==> config.mk <==
export PLATFORM = sky130hd
export DESIGN_NAME = luhn_card_number_classifier
export DESIGN_NICKNAME = d
export VERILOG_FILES = /design/src/hdl/lcnc_pkg.sv /design/src/hdl/lcnc_ctrl.sv /design/src/hdl/lcnc_dp.sv /design/src/hdl/luhn_card_number_classifier.sv
export SDC_FILE = /design/constraint.sdc
export NUM_CORES = 1
export LEC_CHECK = 0
export ABC_AREA = 1
export ABC_CLOCK_PERIOD_IN_PS = 2900
export BUFFER_PORTS_ARGS = -buffer_cell sky130_fd_sc_hd__buf_2
export CAP_MARGIN = 15
export CORE_ASPECT_RATIO = 1.5
export CORE_MARGIN = 2
export CORE_UTILIZATION = 56
export CTS_BUF_LIST = sky130_fd_sc_hd__clkbuf_2
export CTS_CLUSTER_SIZE = 14
export DETAILED_ROUTE_END_ITERATION = 10
export PLACE_DENSITY = 0.78
export SYNTH_ARGS = -nofsm -noshare
export SYNTH_HDL_FRONTEND = slang
export SYNTH_SLANG_ARGS = --single-unit
==> constraint.sdc <==
create_clock -name clk -period 2.9 [get_ports clk]
set_clock_uncertainty 0.15 [all_clocks]
set_input_delay 0.29 -clock clk [delete_from_list [all_inputs] [get_ports clk]]
set_output_delay 0.29 -clock clk [all_outputs]
set_load 0.03 [all_outputs]
==> src/hdl/lcnc_pkg.sv <==
// Shared types, constants and helper functions for the Luhn card number classifier.
// No dependencies; imported by lcnc_ctrl, lcnc_dp and luhn_card_number_classifier.
`default_nettype none

package lcnc_pkg;

    // Field widths
    localparam int CARD_W    = 63;
    localparam int CLASS_W   = 2;
    localparam int COUNT_W   = 5;
    localparam int NUM_DIGITS = 19;
    localparam int BCD_W     = NUM_DIGITS * 4;
    localparam int BIT_CNT_W = 6;

    // Last index of the bit loop and of the digit loop
    localparam logic [BIT_CNT_W-1:0] BIT_LAST   = BIT_CNT_W'(CARD_W - 1);
    localparam logic [COUNT_W-1:0]   DIGIT_LAST = COUNT_W'(NUM_DIGITS - 1);

    // Card classes
    localparam logic [CLASS_W-1:0] CLASS_INVALID = 2'd0;
    localparam logic [CLASS_W-1:0] CLASS_VISA    = 2'd1;
    localparam logic [CLASS_W-1:0] CLASS_AMEX    = 2'd2;
    localparam logic [CLASS_W-1:0] CLASS_MASTER  = 2'd3;

    // Lengths and leading digits that select a class
    localparam logic [COUNT_W-1:0] LEN_VISA_SHORT = 5'd13;
    localparam logic [COUNT_W-1:0] LEN_AMEX       = 5'd15;
    localparam logic [COUNT_W-1:0] LEN_LONG       = 5'd16;
    localparam logic [3:0] LEAD_VISA   = 4'd4;
    localparam logic [3:0] LEAD_AMEX   = 4'd3;
    localparam logic [3:0] LEAD_MASTER = 4'd5;

    // Commands from the controller to the datapath
    typedef struct packed {
        logic                load;     // capture a new card number
        logic                dabble;   // one binary-to-BCD shift step
        logic                scan;     // consume one BCD digit
        logic                publish;  // move results to the output register
        logic [COUNT_W-1:0]  digit_idx;
    } lcnc_cmd_t;

    // Doubled Luhn digit: 2d, minus 9 when above 9
    function automatic logic [3:0] luhn_double(input logic [3:0] d);
        logic [4:0] dd;
        begin
            dd = {d, 1'b0};
            if (dd > 5'd9)
                luhn_double = 4'(dd - 5'd9);
            else
                luhn_double = dd[3:0];
        end
    endfunction

    // Add a digit value to a running sum modulo ten
    function automatic logic [3:0] add_mod10(input logic [3:0] a, input logic [3:0] b);
        logic [4:0] s;
        begin
            s = {1'b0, a} + {1'b0, b};
            if (s >= 5'd10)
                add_mod10 = 4'(s - 5'd10);
            else
                add_mod10 = s[3:0];
        end
    endfunction

    // Class from length and the two leading digits (checksum applied by caller)
    function automatic logic [CLASS_W-1:0] classify(
        input logic [COUNT_W-1:0] count,
        input logic [3:0]         lead1,
        input logic [3:0]         lead2
    );
        begin
            classify = CLASS_INVALID;
            if (count == LEN_VISA_SHORT) begin
                if (lead1 == LEAD_VISA)
                    classify = CLASS_VISA;
            end else if (count == LEN_AMEX) begin
                if (lead1 == LEAD_AMEX && (lead2 == 4'd4 || lead2 == 4'd7))
                    classify = CLASS_AMEX;
            end else if (count == LEN_LONG) begin
                if (lead1 == LEAD_MASTER && lead2 >= 4'd1 && lead2 <= 4'd5)
                    classify = CLASS_MASTER;
                else if (lead1 == LEAD_VISA)
                    classify = CLASS_VISA;
            end
        end
    endfunction

endpackage

`default_nettype wire

==> src/hdl/lcnc_ctrl.sv <==
// Controller for the Luhn card number classifier: sequences load, BCD conversion,
// digit scan and result hand-off. Depends on lcnc_pkg.
`default_nettype none

module lcnc_ctrl (
    input  wire logic             clk,
    input  wire logic             rst_n,
    input  wire logic             in_valid,
    output logic                  in_ready,
    output logic                  out_valid,
    input  wire logic             out_ready,
    output lcnc_pkg::lcnc_cmd_t   cmd
);
    import lcnc_pkg::*;

    localparam logic [1:0] ST_IDLE   = 2'd0;
    localparam logic [1:0] ST_CONV   = 2'd1;
    localparam logic [1:0] ST_SCAN   = 2'd2;
    localparam logic [1:0] ST_FINISH = 2'd3;

    logic [1:0]           state_reg, state_next;
    logic [BIT_CNT_W-1:0] bit_cnt_reg, bit_cnt_next;
    logic [COUNT_W-1:0]   dig_cnt_reg, dig_cnt_next;
    logic                 out_valid_reg, out_valid_next;

    assign in_ready  = (state_reg == ST_IDLE);
    assign out_valid = out_valid_reg;

    // Next-state and command decode
    always_comb
    begin
        state_next     = state_reg;
        bit_cnt_next   = bit_cnt_reg;
        dig_cnt_next   = dig_cnt_reg;
        out_valid_next = out_valid_reg && !out_ready;
        cmd            = '0;
        cmd.digit_idx  = dig_cnt_reg;
        unique case (state_reg)
            ST_IDLE:
            begin
                if (in_valid) begin
                    cmd.load     = 1'b1;
                    bit_cnt_next = '0;
                    state_next   = ST_CONV;
                end
            end
            ST_CONV:
            begin
                cmd.dabble   = 1'b1;
                bit_cnt_next = bit_cnt_reg + 1'b1;
                if (bit_cnt_reg == BIT_LAST) begin
                    dig_cnt_next = '0;
                    state_next   = ST_SCAN;
                end
            end
            ST_SCAN:
            begin
                cmd.scan     = 1'b1;
                dig_cnt_next = dig_cnt_reg + 1'b1;
                if (dig_cnt_reg == DIGIT_LAST)
                    state_next = ST_FINISH;
            end
            ST_FINISH:
            begin
                // wait for the output register to be free
                if (!out_valid_reg || out_ready) begin
                    cmd.publish    = 1'b1;
                    out_valid_next = 1'b1;
                    state_next     = ST_IDLE;
                end
            end
            default:
            begin
                state_next = ST_IDLE;
            end
        endcase
    end

    // State registers
    always_ff @(posedge clk or negedge rst_n)
    begin
        if (!rst_n) begin
            state_reg     <= ST_IDLE;
            bit_cnt_reg   <= '0;
            dig_cnt_reg   <= '0;
            out_valid_reg <= 1'b0;
        end else begin
            state_reg     <= state_next;
            bit_cnt_reg   <= bit_cnt_next;
            dig_cnt_reg   <= dig_cnt_next;
            out_valid_reg <= out_valid_next;
        end
    end

endmodule

`default_nettype wire

==> src/hdl/lcnc_dp.sv <==
// Datapath for the Luhn card number classifier: double-dabble BCD converter,
// serial digit scanner (Luhn sum, length, leading digits) and output register.
// Depends on lcnc_pkg.
`default_nettype none

module lcnc_dp (
    input  wire logic                          clk,
    input  wire lcnc_pkg::lcnc_cmd_t           cmd,
    input  wire logic [lcnc_pkg::CARD_W-1:0]   card_number,
    output logic      [lcnc_pkg::CLASS_W-1:0]  card_class,
    output logic                               checksum_ok,
    output logic      [lcnc_pkg::COUNT_W-1:0]  digit_count
);
    import lcnc_pkg::*;

    logic [CARD_W-1:0]  bin_reg, bin_next;
    logic [BCD_W-1:0]   bcd_reg, bcd_next;
    logic [BCD_W-1:0]   bcd_adj;
    logic [3:0]         sum_reg, sum_next;
    logic [COUNT_W-1:0] count_reg, count_next;
    logic [3:0]         lead1_reg, lead1_next;
    logic [3:0]         lead2_reg, lead2_next;
    logic [3:0]         prev_reg, prev_next;
    logic [3:0]         digit;
    logic [3:0]         weighted;
    logic [CLASS_W-1:0] class_reg;
    logic               ok_reg;
    logic [COUNT_W-1:0] count_out_reg;

    // Add 3 to every BCD digit of 5 or more before the shift
    always_comb
    begin
        for (int i = 0; i < NUM_DIGITS; i++) begin
            if (bcd_reg[i*4 +: 4] >= 4'd5)
                bcd_adj[i*4 +: 4] = bcd_reg[i*4 +: 4] + 4'd3;
            else
                bcd_adj[i*4 +: 4] = bcd_reg[i*4 +: 4];
        end
    end

    // Digit scan: lowest BCD digit, doubled on odd positions
    assign digit    = bcd_reg[3:0];
    assign weighted = cmd.digit_idx[0] ? luhn_double(digit) : digit;

    always_comb
    begin
        bin_next   = bin_reg;
        bcd_next   = bcd_reg;
        sum_next   = sum_reg;
        count_next = count_reg;
        lead1_next = lead1_reg;
        lead2_next = lead2_reg;
        prev_next  = prev_reg;
        if (cmd.load) begin
            bin_next   = card_number;
            bcd_next   = '0;
            sum_next   = '0;
            count_next = '0;
            lead1_next = '0;
            lead2_next = '0;
            prev_next  = '0;
        end else if (cmd.dabble) begin
            bcd_next = {bcd_adj[BCD_W-2:0], bin_reg[CARD_W-1]};
            bin_next = {bin_reg[CARD_W-2:0], 1'b0};
        end else if (cmd.scan) begin
            bcd_next = {4'd0, bcd_reg[BCD_W-1:4]};
            sum_next = add_mod10(sum_reg, weighted);
            prev_next = digit;
            // highest nonzero digit so far sets length and leading pair
            if (digit != 4'd0) begin
                count_next = cmd.digit_idx + 1'b1;
                lead1_next = digit;
                lead2_next = prev_reg;
            end
        end
    end

    // Working registers
    always_ff @(posedge clk)
    begin
        bin_reg   <= bin_next;
        bcd_reg   <= bcd_next;
        sum_reg   <= sum_next;
        count_reg <= count_next;
        lead1_reg <= lead1_next;
        lead2_reg <= lead2_next;
        prev_reg  <= prev_next;
    end

    // Output register, loaded on publish
    always_ff @(posedge clk)
    begin
        if (cmd.publish) begin
            ok_reg        <= (sum_reg == 4'd0);
            count_out_reg <= count_reg;
            class_reg     <= (sum_reg == 4'd0)
                             ? classify(count_reg, lead1_reg, lead2_reg)
                             : CLASS_INVALID;
        end
    end

    assign card_class  = class_reg;
    assign checksum_ok = ok_reg;
    assign digit_count = count_out_reg;

endmodule

`default_nettype wire

==> src/hdl/luhn_card_number_classifier.sv <==
// Top level of the Luhn card number classifier: controller plus datapath.
// Depends on lcnc_pkg, lcnc_ctrl and lcnc_dp.
//
//   channel  | handshake            | payload
//   ---------+----------------------+-------------------------------------------
//   input    | in_valid / in_ready  | card_number[62:0]
//   output   | out_valid / out_ready| card_class[1:0], checksum_ok, digit_count[4:0]
//
// The card is loaded on its accepting edge; the engine then runs 63 double-dabble
// shift steps (one per input bit), 19 digit-scan steps (one per BCD digit) and one
// publish step that sets out_valid. A new card is not taken until publish is done.
// in_ready is high only while the engine is idle; a finished result waits
// in the output register, so the next card is accepted while it is still pending.
// A stalled output holds the engine in its last step until the register frees.
// Reset clears the controller only; no clearing pass is needed.
`default_nettype none

module luhn_card_number_classifier (
    input  wire logic                          clk,
    input  wire logic                          rst_n,
    input  wire logic                          in_valid,
    output logic                               in_ready,
    input  wire logic [lcnc_pkg::CARD_W-1:0]   card_number,
    output logic                               out_valid,
    input  wire logic                          out_ready,
    output logic      [lcnc_pkg::CLASS_W-1:0]  card_class,
    output logic                               checksum_ok,
    output logic      [lcnc_pkg::COUNT_W-1:0]  digit_count
);
    import lcnc_pkg::*;

    lcnc_cmd_t cmd;

    // Sequencer
    lcnc_ctrl u_ctrl (
        .clk       (clk),
        .rst_n     (rst_n),
        .in_valid  (in_valid),
        .in_ready  (in_ready),
        .out_valid (out_valid),
        .out_ready (out_ready),
        .cmd       (cmd)
    );

    // Conversion, scan and result registers
    lcnc_dp u_dp (
        .clk         (clk),
        .cmd         (cmd),
        .card_number (card_number),
        .card_class  (card_class),
        .checksum_ok (checksum_ok),
        .digit_count (digit_count)
    );

endmodule

`default_nettype wire
==> metrics.md, run 1 <==
| Metric | Value |
|---|---|
| Outcome | `finished, final reports clean` |
| Slew @ Worst Pin | `~0.91 ns` |
| Final design utilization | `0.669` |
| Setup Crit Path Kind | `reg -> reg` |
| Internal power | `3.03 mW` |
| Clock power share | `0.324` |
| Place WS | `-0.0883 ns` |
| CP arrival | `3.34 ns` |
| Flops & latches, synth | `182` |
| CTS Root Cell | `clkbuf_2` |
| Skew-Pair Late Insertion Delay | `0.82 ns` |
| Placed Instances | `1453` |
| R2r startpoint | `u_dp.bcd_reg[1]` |
| Hold Violations, Final | `0` |
| Vias in the first global route | `8337` |
| First-pass GRT wire length | `38000 um` |
| GPL Wtd Cong | `roughly 0.84` |
| Row count | `58` |
| Setup TNS | `0 ns` |
| Max Clock Freq | `365 MHz` |
| Largest area contributor in the netlist | `edfxtp_1` |
| Mapped Nets | `~1300` |
| Post-synth EDFFs | `71` |
| Commonest cells post-synth | `nand2_1 (287), a21oi_1 (186), o21ai_0 (134)` |
| Cells after Synth | `1206` |
| Synth cell types | `37` |
| Ys Warns | `0` |
| CTS Buf Count | `17` |
| Vias per cell | `5.58` |
| RSZ-0062 raised after global routing | `true` |
| Critical Path Fanout Max | `4` |
| Die ar. | `0.0183 mm^2` |
| Power Total | `4.10 mW` |
| Most common cell in the netlist | `nand2_1` |
| Area growth, synth to finish | `16.6%` |
| Grt total ovfl | `0` |
| Post-synth top area share | `0.221` |
| Max VDD drop | `between 0.2 and 0.3 mV` |
| Leakage | `4.77 nW` |
| Setup ws final | `0.162 ns` |
| Via count | `8700` |
| Height of the die | `165 um` |
| Min Tclk post-route | `2.74 ns` |
| Routed wire length per instance | `15.3 um` |
| Cell Count, Final, Fillers Out | `approximately 1600` |
| Nets | `1453` |
| Element type at the critical path start | `flop` |
| R2r worst-path depth | `22` |
| Reg clk slew, reported paths | `0.32 ns` |
| Post-synth ARST share | `0.0769` |
| HP Start | `card_number[8]` |
| Area after DPL | `a little over 0.01 mm^2` |
| Dominant synthesized flop cell | `dfxtp_1` |
| Relative slew margins | `0.394` |
| Final setup violation count | `0` |
| DRC Markers | `0` |
| Core Footprint | `0.0168 mm^2` |
| CP endpoint kind | `flop` |
| WL final | `between 20000 and 25000 um` |
| WHS Path Cells | `4` |
| Power density over the cells | `364 mW/mm^2` |
| Area contributors post-synth | `edfxtp_1 (22%), dfxtp_1 (20%), nand2_1 (11%), a21oi_1 (9.6%), o21ai_0 (6.9%)` |
| Max FFs per register | `76` |
| Crit. Startpoint | `u_dp.bcd_reg[1]` |
| CTS tree | `built` |
| First-iteration detailed-routing DRC count | `a little over 700` |
| Die width | `111 um` |
| Tot GR Track Use | `0.252` |
| Cell Area, Synth | `~0.0097 mm^2` |
| Hold WC Path Type | `in -> reg` |
| Max-Cap Viols | `0` |
| IO buf count | `between 70 and 80` |
| Reg power frac | `0.645` |
| Initial Util | `0.574` |
| H-tree depth | `4` |
| First-pass detailed-route iteration total | `8` |
| CTS max path bufs | `2` |
| Largest net degree at the start of global routing | `100` |
| Sequential element share of the synthesized area | `0.458` |
| Synthesized area per cell | `8.01 um^2` |
| Initial antenna violation count | `1` |
| DRT antenna net count | `0` |
| Crit share post-route | `0.944` |
| Clk sinks | `182` |
| Final instance area | `0.0113 mm^2` |
| Ports | `77` |
| Sw Pwr | `1.07 mW` |
| Hold_ws | `0.0812 ns` |
| HPWL after DPL | `14100 um` |
| Critical Path RT | `3.50 ns` |
| Layout cells sized above 1 | `0.125` |
| Logic pwr share | `0.031` |
| Sw Share | `0.261` |
| Fin. max-slew vios | `0` |
-- power groups by stage --
stage          Sequential [mW]  Clock (mW)  Combinational [mW]
5_1_grt                   2.65        1.44               0.135
4_1_cts                   2.65        1.34               0.123
3_5_place_dp              2.69           0              0.0526
6_report                  2.65        1.33               0.127
2_1_floorplan             2.69           0            0.000671
3_3_place_gp              2.69           0              0.0532
-- cells by family (layout without fill, tap and decap cells) --
kind of cell	count (synthesis)	after routing	synth area share
xor+xnor	38	38	0.0345
buf+inv	177	318	0.0731
compound gates	355	355	0.195
other cells	0	2	0
fa+ha+maj	52	52	0.0681
simple gates	402	402	0.171
flops	182	182	0.458
-- routing by layer --
metal	up-vias	global-route usage	wire (um)
li1	4311	-	-
met1	4101	0.277	9240
met2	225	0.467	12900
met3	63	0.0462	821
met4	0	0.126	840
met5	-	0	0
-- cell usage in the layout (no fill, tap or decap), types with 5 or more instances in the layout --
master / synthesis / final
nor3_1: 6 / 6
o21ai_1: 4 / 5
clkbuf_2: 2 / 18
xor2_1: 38 / 38
nand2_1: 287 / 281
ha_1: 51 / 47
nor2_1: 30 / 30
or2_1: 16 / 16
inv_1: 113 / 106
a221oi_1: 18 / 18
buf_2: 16 / 76
inv_2: 4 / 10
dfrtp_1: 14 / 14
dlygate4sd3_1: 0 / 67
nand3_1: 52 / 51
dfxtp_1: 97 / 95
buf_4: 5 / 23
nand2_2: 0 / 5
edfxtp_1: 71 / 71
a21oi_1: 186 / 186
o21ai_0: 134 / 131
inv_8: 0 / 6
-- area by class of cell --
type / instances / area [um^2]
Antenna cell: 2 / 5.00
Clock buffer: 18 / 90.1
Clock inverter: 14 / 151
Fill cell: 1369 / 5570
Inverter: 117 / 440
Multi-Input combinational cell: 847 / 4610
Sequential cell: 182 / 4430
Tap cell: 210 / 263
Timing Repair Buffer: 169 / 1280
-- final timing paths --
path / endpoint / slack (ns)
min in group asynchronous: u_ctrl.bit_cnt_reg[2] / 0.39
max reg2reg: u_dp.sum_reg[1] / 0.16
max in group asynchronous: u_ctrl.out_valid / 1.78
min: u_dp.bin_reg[8] / 0.08
min reg2reg: u_dp.prev_reg[2] / 0.33
max: u_dp.sum_reg[1] / 0.16
-- critical path, stage by stage (launching register included) --
cell and delay [ns]:
dfxtp_2 0.41, inv_2 0.05, ha_4 0.15, inv_2 0.05, nand2_2 0.04, inv_2 0.07
nor2_4 0.05, inv_2 0.06, nand2_2 0.05, o21ai_2 0.06, ha_2 0.20, inv_2 0.04
fa_2 0.39, nand2_2 0.10, and2_4 0.16, ha_4 0.12, nand2_1 0.06, nand3_2 0.07
nand2_2 0.06, nand2_1 0.07, nand2_1 0.05, o21ai_1 0.12, inv_1 0.05
-- what timing repair did --
item / CTS / global route
pin swaps: 2 / 7
hold buffers: 67 / 0
setup buffers: 2 / 3
gates resized for setup: 6 / 21
hold endpoints to repair: 121 / 0
endpoints found under the setup margin: 2 / 3
(Power assumes the default switching activity.)
==> run 2: changes to the inputs <==
ABC_AREA = not set   (was 1)
CORE_UTILIZATION = 57   (was 56)
PLACE_DENSITY = 0.79   (was 0.78)
==> metrics.md, run 2 <==
| Metric | Value |
|---|---|
| Nets | `1400 (-3.6%)` |
| Hold WC Path Type | `in -> reg` |
| Ys Warns | `0 (unchanged)` |
| Layout cells sized above 1 | `0.120 (-0.00568)` |
| Min Tclk post-route | `2.87 ns (+0.132 ns)` |
| Most common cell after layout, fill and taps aside | `nand2_1` |
| Max FFs per register | `76 (unchanged)` |
| Ports | `77 (unchanged)` |
| Max VDD drop | `0.260 mV (-10%)` |
| Final setup violation count | `0 (unchanged)` |
| R2R Setup Slk | `0.03 ns (-0.13 ns)` |
| Critical path's top delay family | `compound AO/OA/AOI/OAI gates` |
| First-pass detailed-route iteration total | `7 (-1)` |
| Power Total | `3.99 mW (-2.6%)` |
| Setup Crit Path Kind | `reg -> reg` |
| CTS Root Cell | `clkbuf_2` |
| Cell Area, Synth | `0.0100 mm^2 (+3.5%)` |
| Grt total ovfl | `0 (unchanged)` |
| Critical Path RT | `3.46 ns (-0.04 ns)` |
| Fin. max-slew vios | `0 (unchanged)` |
| Reg clk slew, reported paths | `0.29 ns (-0.03 ns)` |
| DRC Markers | `0 (unchanged)` |
| Cells after Synth | `1156 (-4.1%)` |
| CP max stage delay | `0.38 ns (-0.03 ns)` |
| Row count | `59 (+1.7%)` |
| WL final | `22400 um (-5.9%)` |
| Place WS | `-0.0486 ns (+0.0397 ns)` |
| Final instance area | `0.0116 mm^2 (+3.1%)` |
| Synth cell types | `53 (+43%)` |
| Leakage | `5.31 nW (+11%)` |
| Die ar. | `0.0186 mm^2 (+1.7%)` |
| Final design utilization | `0.672 (+0.00295)` |
| Hold Violations, Final | `0 (unchanged)` |
| CTS tree | `built` |
| WHS Path Cells | `4 (unchanged)` |
| Flops & latches, synth | `182 (unchanged)` |
| Tot GR Track Use | `0.240 (-0.0128)` |
| Most frequent cells in the layout | `nand2_1 (262), dfxtp_1 (95), buf_2 (76), a21oi_1 (74), dlygate4sd3_1 (72)` |
| Via count | `8472 (-2.6%)` |
| Crit share post-route | `0.990 (+0.0456)` |
| Routed wire length per instance | `14.9 um (-2.7%)` |
| Max stage delay cell, worst path | `dfxtp_2` |
| Max-Cap Viols | `0 (unchanged)` |
| Element type at the critical path start | `flop` |
| Crit. Startpoint | `u_dp.bcd_reg[1]` |
| Largest area contributor in the netlist | `edfxtp_1` |
| Reg2reg end | `u_dp.sum_reg[1]` |
| CTS max path bufs | `2 (unchanged)` |
| Crit path capture | `u_dp.sum_reg[1]` |
| Slew @ Worst Pin | `0.722 ns (-0.188 ns)` |
| Area after DPL | `0.0106 mm^2 (+3.7%)` |
| Vias in the first global route | `8331 (-0.072%)` |
| Power density over the cells | `344 mW/mm^2 (-5.5%)` |
| IO buf count | `76 (unchanged)` |
| GPL Wtd Cong | `0.803 (-4.4%)` |
| Area growth, synth to finish | `16.1%` |
| Critical Path Fanout Max | `7 (+3)` |
| Skew-Pair Late Insertion Delay | `0.79 ns (-0.03 ns)` |
| Largest net degree at the start of global routing | `98 (-2.0%)` |
| Max Clock Freq | `348 MHz (-4.6%)` |
| Area contributors post-synth | `edfxtp_1 (21%), dfxtp_1 (19%), nand2_1 (9.9%), ha_1 (6.4%), mux2i_1 (6.1%)` |
| First-pass GRT wire length | `37400 um (-1.4%)` |
| R2r startpoint | `u_dp.bcd_reg[1]` |
| Cell Count, Final, Fillers Out | `1508 (-3.3%)` |
| Critical path depth | `14 (-36%)` |
| Clk sinks | `182 (unchanged)` |
| RSZ-0062 raised after global routing | `true` |
| Setup ws final | `0.0298 ns (-0.132 ns)` |
| DRT antenna net count | `0 (unchanged)` |
| Dominant synthesized flop cell | `dfxtp_1` |
| R2r worst-path depth | `14 (-36%)` |
| WP buf/inv | `3 (-3)` |
| Synthesized area per cell | `8.65 um^2 (+8.0%)` |
| Initial antenna violation count | `1 (unchanged)` |
| Crit-path cells | `inv_2 -> ha_4 -> buf_4 -> nand2_1 -> a211oi_1 -> nor2_1 -> ha_1 -> xnor2_1 -> inv_1 -> ha_2 -> o31a_1 -> o211ai_2 -> or3_1 -> a31oi_1` |
| Outcome | `finished, final reports clean` |
| CP endpoint kind | `flop` |
| Relative slew margins | `0.514 (+0.121)` |
| Core Footprint | `0.0173 mm^2 (+2.6%)` |
| Mapped Nets | `1275 (-3.8%)` |
| CP arrival | `3.43 ns (+0.09 ns)` |
| H-tree depth | `4 (unchanged)` |
| Commonest cells post-synth | `nand2_1 (263), dfxtp_1 (97), a21oi_1 (76)` |
| CTS Buf Count | `17 (unchanged)` |
| Post-synth ARST share | `0.0769 (unchanged)` |
| Die width | `112 um (+0.83%)` |
| Height of the die | `166 um (+0.84%)` |
| Post-synth EDFFs | `71 (unchanged)` |
| Initial Util | `0.579 (+0.00530)` |
| First-iteration detailed-routing DRC count | `678 (-4.4%)` |
| Post-synth top area share | `0.213 (-0.00757)` |
| Most common cell in the netlist | `nand2_1` |
| HPWL after DPL | `13200 um (-6.0%)` |
| Sequential element share of the synthesized area | `0.442 (-0.0157)` |
| Vias per cell | `5.62 (+0.67%)` |
| Placed Instances | `1398 (-3.8%)` |
run 2: cells by family after synthesis:
family / after synthesis / synth area share
AND/OR/NAND/NOR: 465 / 0.206
buffers and inverters: 135 / 0.0549
multiplexers: 61 / 0.0610
flip-flops: 182 / 0.442
adder cells (fa/ha/maj): 52 / 0.0658
AO/OA/AOI/OAI: 236 / 0.148
XOR/XNOR: 25 / 0.0219
run 2: what timing repair did:
item / CTS / global route
buffers inserted: 1 / 4
pin swaps: 2 / 1
hold buffers: 72 / 0
gates resized for setup: 5 / 4
endpoints found under the setup margin: 2 / 3
endpoints found under the hold margin: 84 / 0
run 2: layout make-up:
type	instances	area, um^2
Sequential cell	182	4430
Clock buffer	19	95.1
Inverter	71	267
Antenna cell	1	2.50
Multi-Input combinational cell	839	5100
Tap cell	213	267
Timing Repair Buffer	170	1340
Fill cell	1310	5660
Clock inverter	13	115
run 2: routing by layer:
| metal | track usage | routed length, um |
|---|---|---|
| met5 | 0 | 0 |
| met2 | 0.439 | 11900 |
| met1 | 0.270 | 8980 |
| met4 | 0.111 | 792 |
| met3 | 0.0358 | 689 |
run 2: through the flow:
stage               setup TNS [ns]  hold slack (ns)
CTS                              0           0.0557
finish                           0            0.127
global route                -0.380            0.103
floorplan                        0           -0.156
global placement                 0           0.0586
detailed placement         -0.0895           0.0571
run 2: where the power goes:
| part | total (mW) | switching, mW | internal [mW] | leakage [nW] |
|---|---|---|---|---|
| clock | 1.22 | 0.953 | 0.265 | 0.132 |
| sequential | 2.64 | 0.0000000000000000311 | 2.64 | 1.78 |
| combinational | 0.129 | 0.0381 | 0.0914 | 3.40 |
run 2: worst min-delay path by stage:
stage | slack, ns | end | startpoint
floorplan | -0.16 | u_ctrl.bit_cnt_reg[0] | rst_n
global placement | 0.06 | u_ctrl.out_valid | rst_n
detailed placement | 0.06 | u_ctrl.out_valid | rst_n
CTS | 0.06 | u_dp.bin_reg[45] | card_number[45]
global route | 0.10 | u_dp.bin_reg[23] | card_number[23]
finish | 0.13 | u_dp.bin_reg[23] | card_number[23]
run 2: worst reg2reg max path: stages, from the launching register on:
cell,delay [ns]
dfxtp_2,0.38
inv_2,0.07
ha_4,0.13
buf_4,0.14
nand2_1,0.06
a211oi_1,0.25
nor2_1,0.09
ha_1,0.33
xnor2_1,0.16
inv_1,0.08
ha_2,0.17
o31a_1,0.18
o211ai_2,0.12
or3_1,0.33
a31oi_1,0.15
==> run 3: changes to the inputs <==
ABC_CLOCK_PERIOD_IN_PS = 2410   (was 2900)
REMOVE_ABC_BUFFERS = 1   (was not set)
SKIP_CTS_REPAIR_TIMING = 1   (was not set)
clock period = 2.41 ns   (was 2.9 ns; I/O delays follow)
==> metrics.md, run 3 (synthesis results as in run 2) <==
| Metric | Value |
|---|---|
| GRT met3 Usage | `0.0361 (+0.000365)` |
| H-tree depth | `4 (unchanged)` |
| Hold WC Path Type | `in -> reg` |
| GPL Wtd Cong | `0.822 (+2.4%)` |
| Grt met2 use | `0.392 (-0.0469)` |
| CTS Buf Count | `17 (unchanged)` |
| Hold Violations, Final | `0 (unchanged)` |
| Busiest metal layer after global routing | `met2` |
| Leakage | `5.46 nW (+2.8%)` |
| CP max stage delay | `0.40 ns (+0.02 ns)` |
| Vias per cell | `5.66 (+0.66%)` |
| Nets | `1423 (+1.6%)` |
| Critical Path Fanout Max | `4 (-3)` |
| RSZ-0062 raised after global routing | `true` |
| CTS max path bufs | `2 (unchanged)` |
| Layout cells sized above 1 | `0.126 (+0.00626)` |
| Fin. max-slew vios | `0 (unchanged)` |
| Die width | `112 um (unchanged)` |
| HPWL after DPL | `13700 um (+3.7%)` |
| Met1 Track Usage GR | `0.243 (-0.0272)` |
| Critical Path RT | `3.03 ns (-0.43 ns)` |
| Crit-path cells | `inv_2 -> ha_4 -> inv_2 -> a21oi_4 -> a21oi_2 -> ha_2 -> inv_2 -> fa_2 -> xnor2_2 -> inv_1 -> ha_2 -> o31a_1 -> o211ai_2 -> or3_1 -> a31oi_1` |
| First-iteration detailed-routing DRC count | `592 (-13%)` |
| Initial antenna violation count | `2 (+1)` |
| WL final | `24000 um (+7.2%)` |
| Crit share post-route | `1.24 (+0.255)` |
| CTS Root Cell | `clkbuf_2` |
| Slew @ Worst Pin | `0.665 ns (-0.0572 ns)` |
| Setup ws final | `-0.589 ns (-0.619 ns)` |
| Max VDD drop | `0.335 mV (+29%)` |
| Ports | `77 (unchanged)` |
| First-pass GRT wire length | `33500 um (-10%)` |
| Outcome | `finished with violations` |
| Largest net degree at the start of global routing | `81 (-17%)` |
| Routed wire length per instance | `15.7 um (+5.5%)` |
| Setup TNS | `-1.72 ns (-1.72 ns)` |
| Row count | `59 (unchanged)` |
| Vias in the first global route | `7675 (-7.9%)` |
| IO buf count | `76 (unchanged)` |
| Power Total | `5.08 mW (+27%)` |
| Core Footprint | `0.0173 mm^2 (unchanged)` |
| Skew-Pair Late Insertion Delay | `0.86 ns (+0.07 ns)` |
| Via count | `8664 (+2.3%)` |
| Clk sinks | `182 (unchanged)` |
| Area growth, synth to finish | `19.3%` |
| Reg clk slew, reported paths | `0.38 ns (+0.09 ns)` |
| Max Clock Freq | `333 MHz (-4.3%)` |
| Max stage delay cell, worst path | `dfxtp_2` |
| CP endpoint kind | `flop` |
| Failing checks | `setup timing` |
| Element type at the critical path start | `flop` |
| Die ar. | `0.0186 mm^2 (unchanged)` |
| Power density over the cells | `426 mW/mm^2 (+24%)` |
| Final setup violation count | `3 (+3)` |
| Relative slew margins | `0.553 (+0.0385)` |
| Max-Cap Viols | `0 (unchanged)` |
| Most common cell after layout, fill and taps aside | `nand2_1` |
| DRC Markers | `0 (unchanged)` |
| Setup Crit Path Kind | `reg -> reg` |
| Most frequent cells in the layout | `nand2_1 (262), dfxtp_1 (95), dlygate4sd3_1 (87), buf_2 (76), a21oi_1 (74)` |
| DRT antenna net count | `0 (unchanged)` |
| Tot GR Track Use | `0.214 (-0.0260)` |
| Top cell by count, worst path | `inv_2` |
| CTS tree | `built` |
| Max FFs per register | `76 (unchanged)` |
| CP arrival | `3.62 ns (+0.19 ns)` |
| Initial Util | `0.579 (unchanged)` |
| Grt total ovfl | `0 (unchanged)` |
| Min Tclk post-route | `3.00 ns (+0.129 ns)` |
| First-pass detailed-route iteration total | `5 (-2)` |
| Height of the die | `166 um (unchanged)` |
-- run 3: stage by stage --
| stage | util | setup WS (ns) | hold slack, ns | area (um^2) | cells |
|---|---|---|---|---|---|
| floorplan | - | -3.20 | -0.205 | 9720 | 1092 |
| global placement | 0.620 | -0.500 | 0.00432 | 10700 | 1408 |
| detailed placement | 0.620 | -0.634 | 0.0105 | 10700 | 1408 |
| CTS | 0.635 | -0.663 | -0.937 | 11000 | 1440 |
| global route | 0.691 | -0.697 | -0.0180 | 11900 | 1532 |
| finish | 0.691 | -0.589 | 0.0150 | 11900 | 1532 |
-- run 3: worst max-delay path: cells and delay by family, from the launching register on --
family | cells | cell delay [ns]
fa+ha+maj | 4 | 0.94
xor+xnor | 1 | 0.17
compound gates | 5 | 0.69
flops | 1 | 0.40
buf+inv | 4 | 0.24
simple gates | 1 | 0.38
-- run 3: path summary, 6_finish.rpt --
path	depth (start not counted)	slack (ns)	endpoint	from
min	4	0.02	u_dp.bin_reg[59]	card_number[59]
max	15	-0.59	u_dp.sum_reg[2]	u_dp.bcd_reg[1]
min in group asynchronous	3	0.30	u_ctrl.bit_cnt_reg[5]	rst_n
max reg2reg	15	-0.59	u_dp.sum_reg[2]	u_dp.bcd_reg[1]
min reg2reg	2	0.31	u_dp.lead2_reg[1]	u_dp.prev_reg[1]
max in group asynchronous	3	1.37	u_ctrl.dig_cnt_reg[0]	rst_n
-- run 3: area by class of cell --
cell class / count / area [um^2]
diodes: 2 / 5.00
clock buffers: 17 / 85.1
clock inverters: 15 / 190
fillers: 1271 / 5340
inverters: 71 / 267
multi-input cells: 839 / 5110
flip-flops and latches: 182 / 4430
well taps: 213 / 267
repair buffers: 193 / 1580
-- run 3: layer usage --
metal / vias to the layer above / wire length [um]
li1: 4270 / -
met1: 4109 / 9190
met2: 231 / 13100
met3: 54 / 894
met4: 0 / 851
met5: - / 0
-- run 3: power by group --
group	leakage [nW]	internal, mW	switching, mW	total, mW
Combinational	3.52	0.127	0.0468	0.174
Sequential	1.78	3.18	0.0000000000000000388	3.18
Clock	0.164	0.463	1.26	1.72
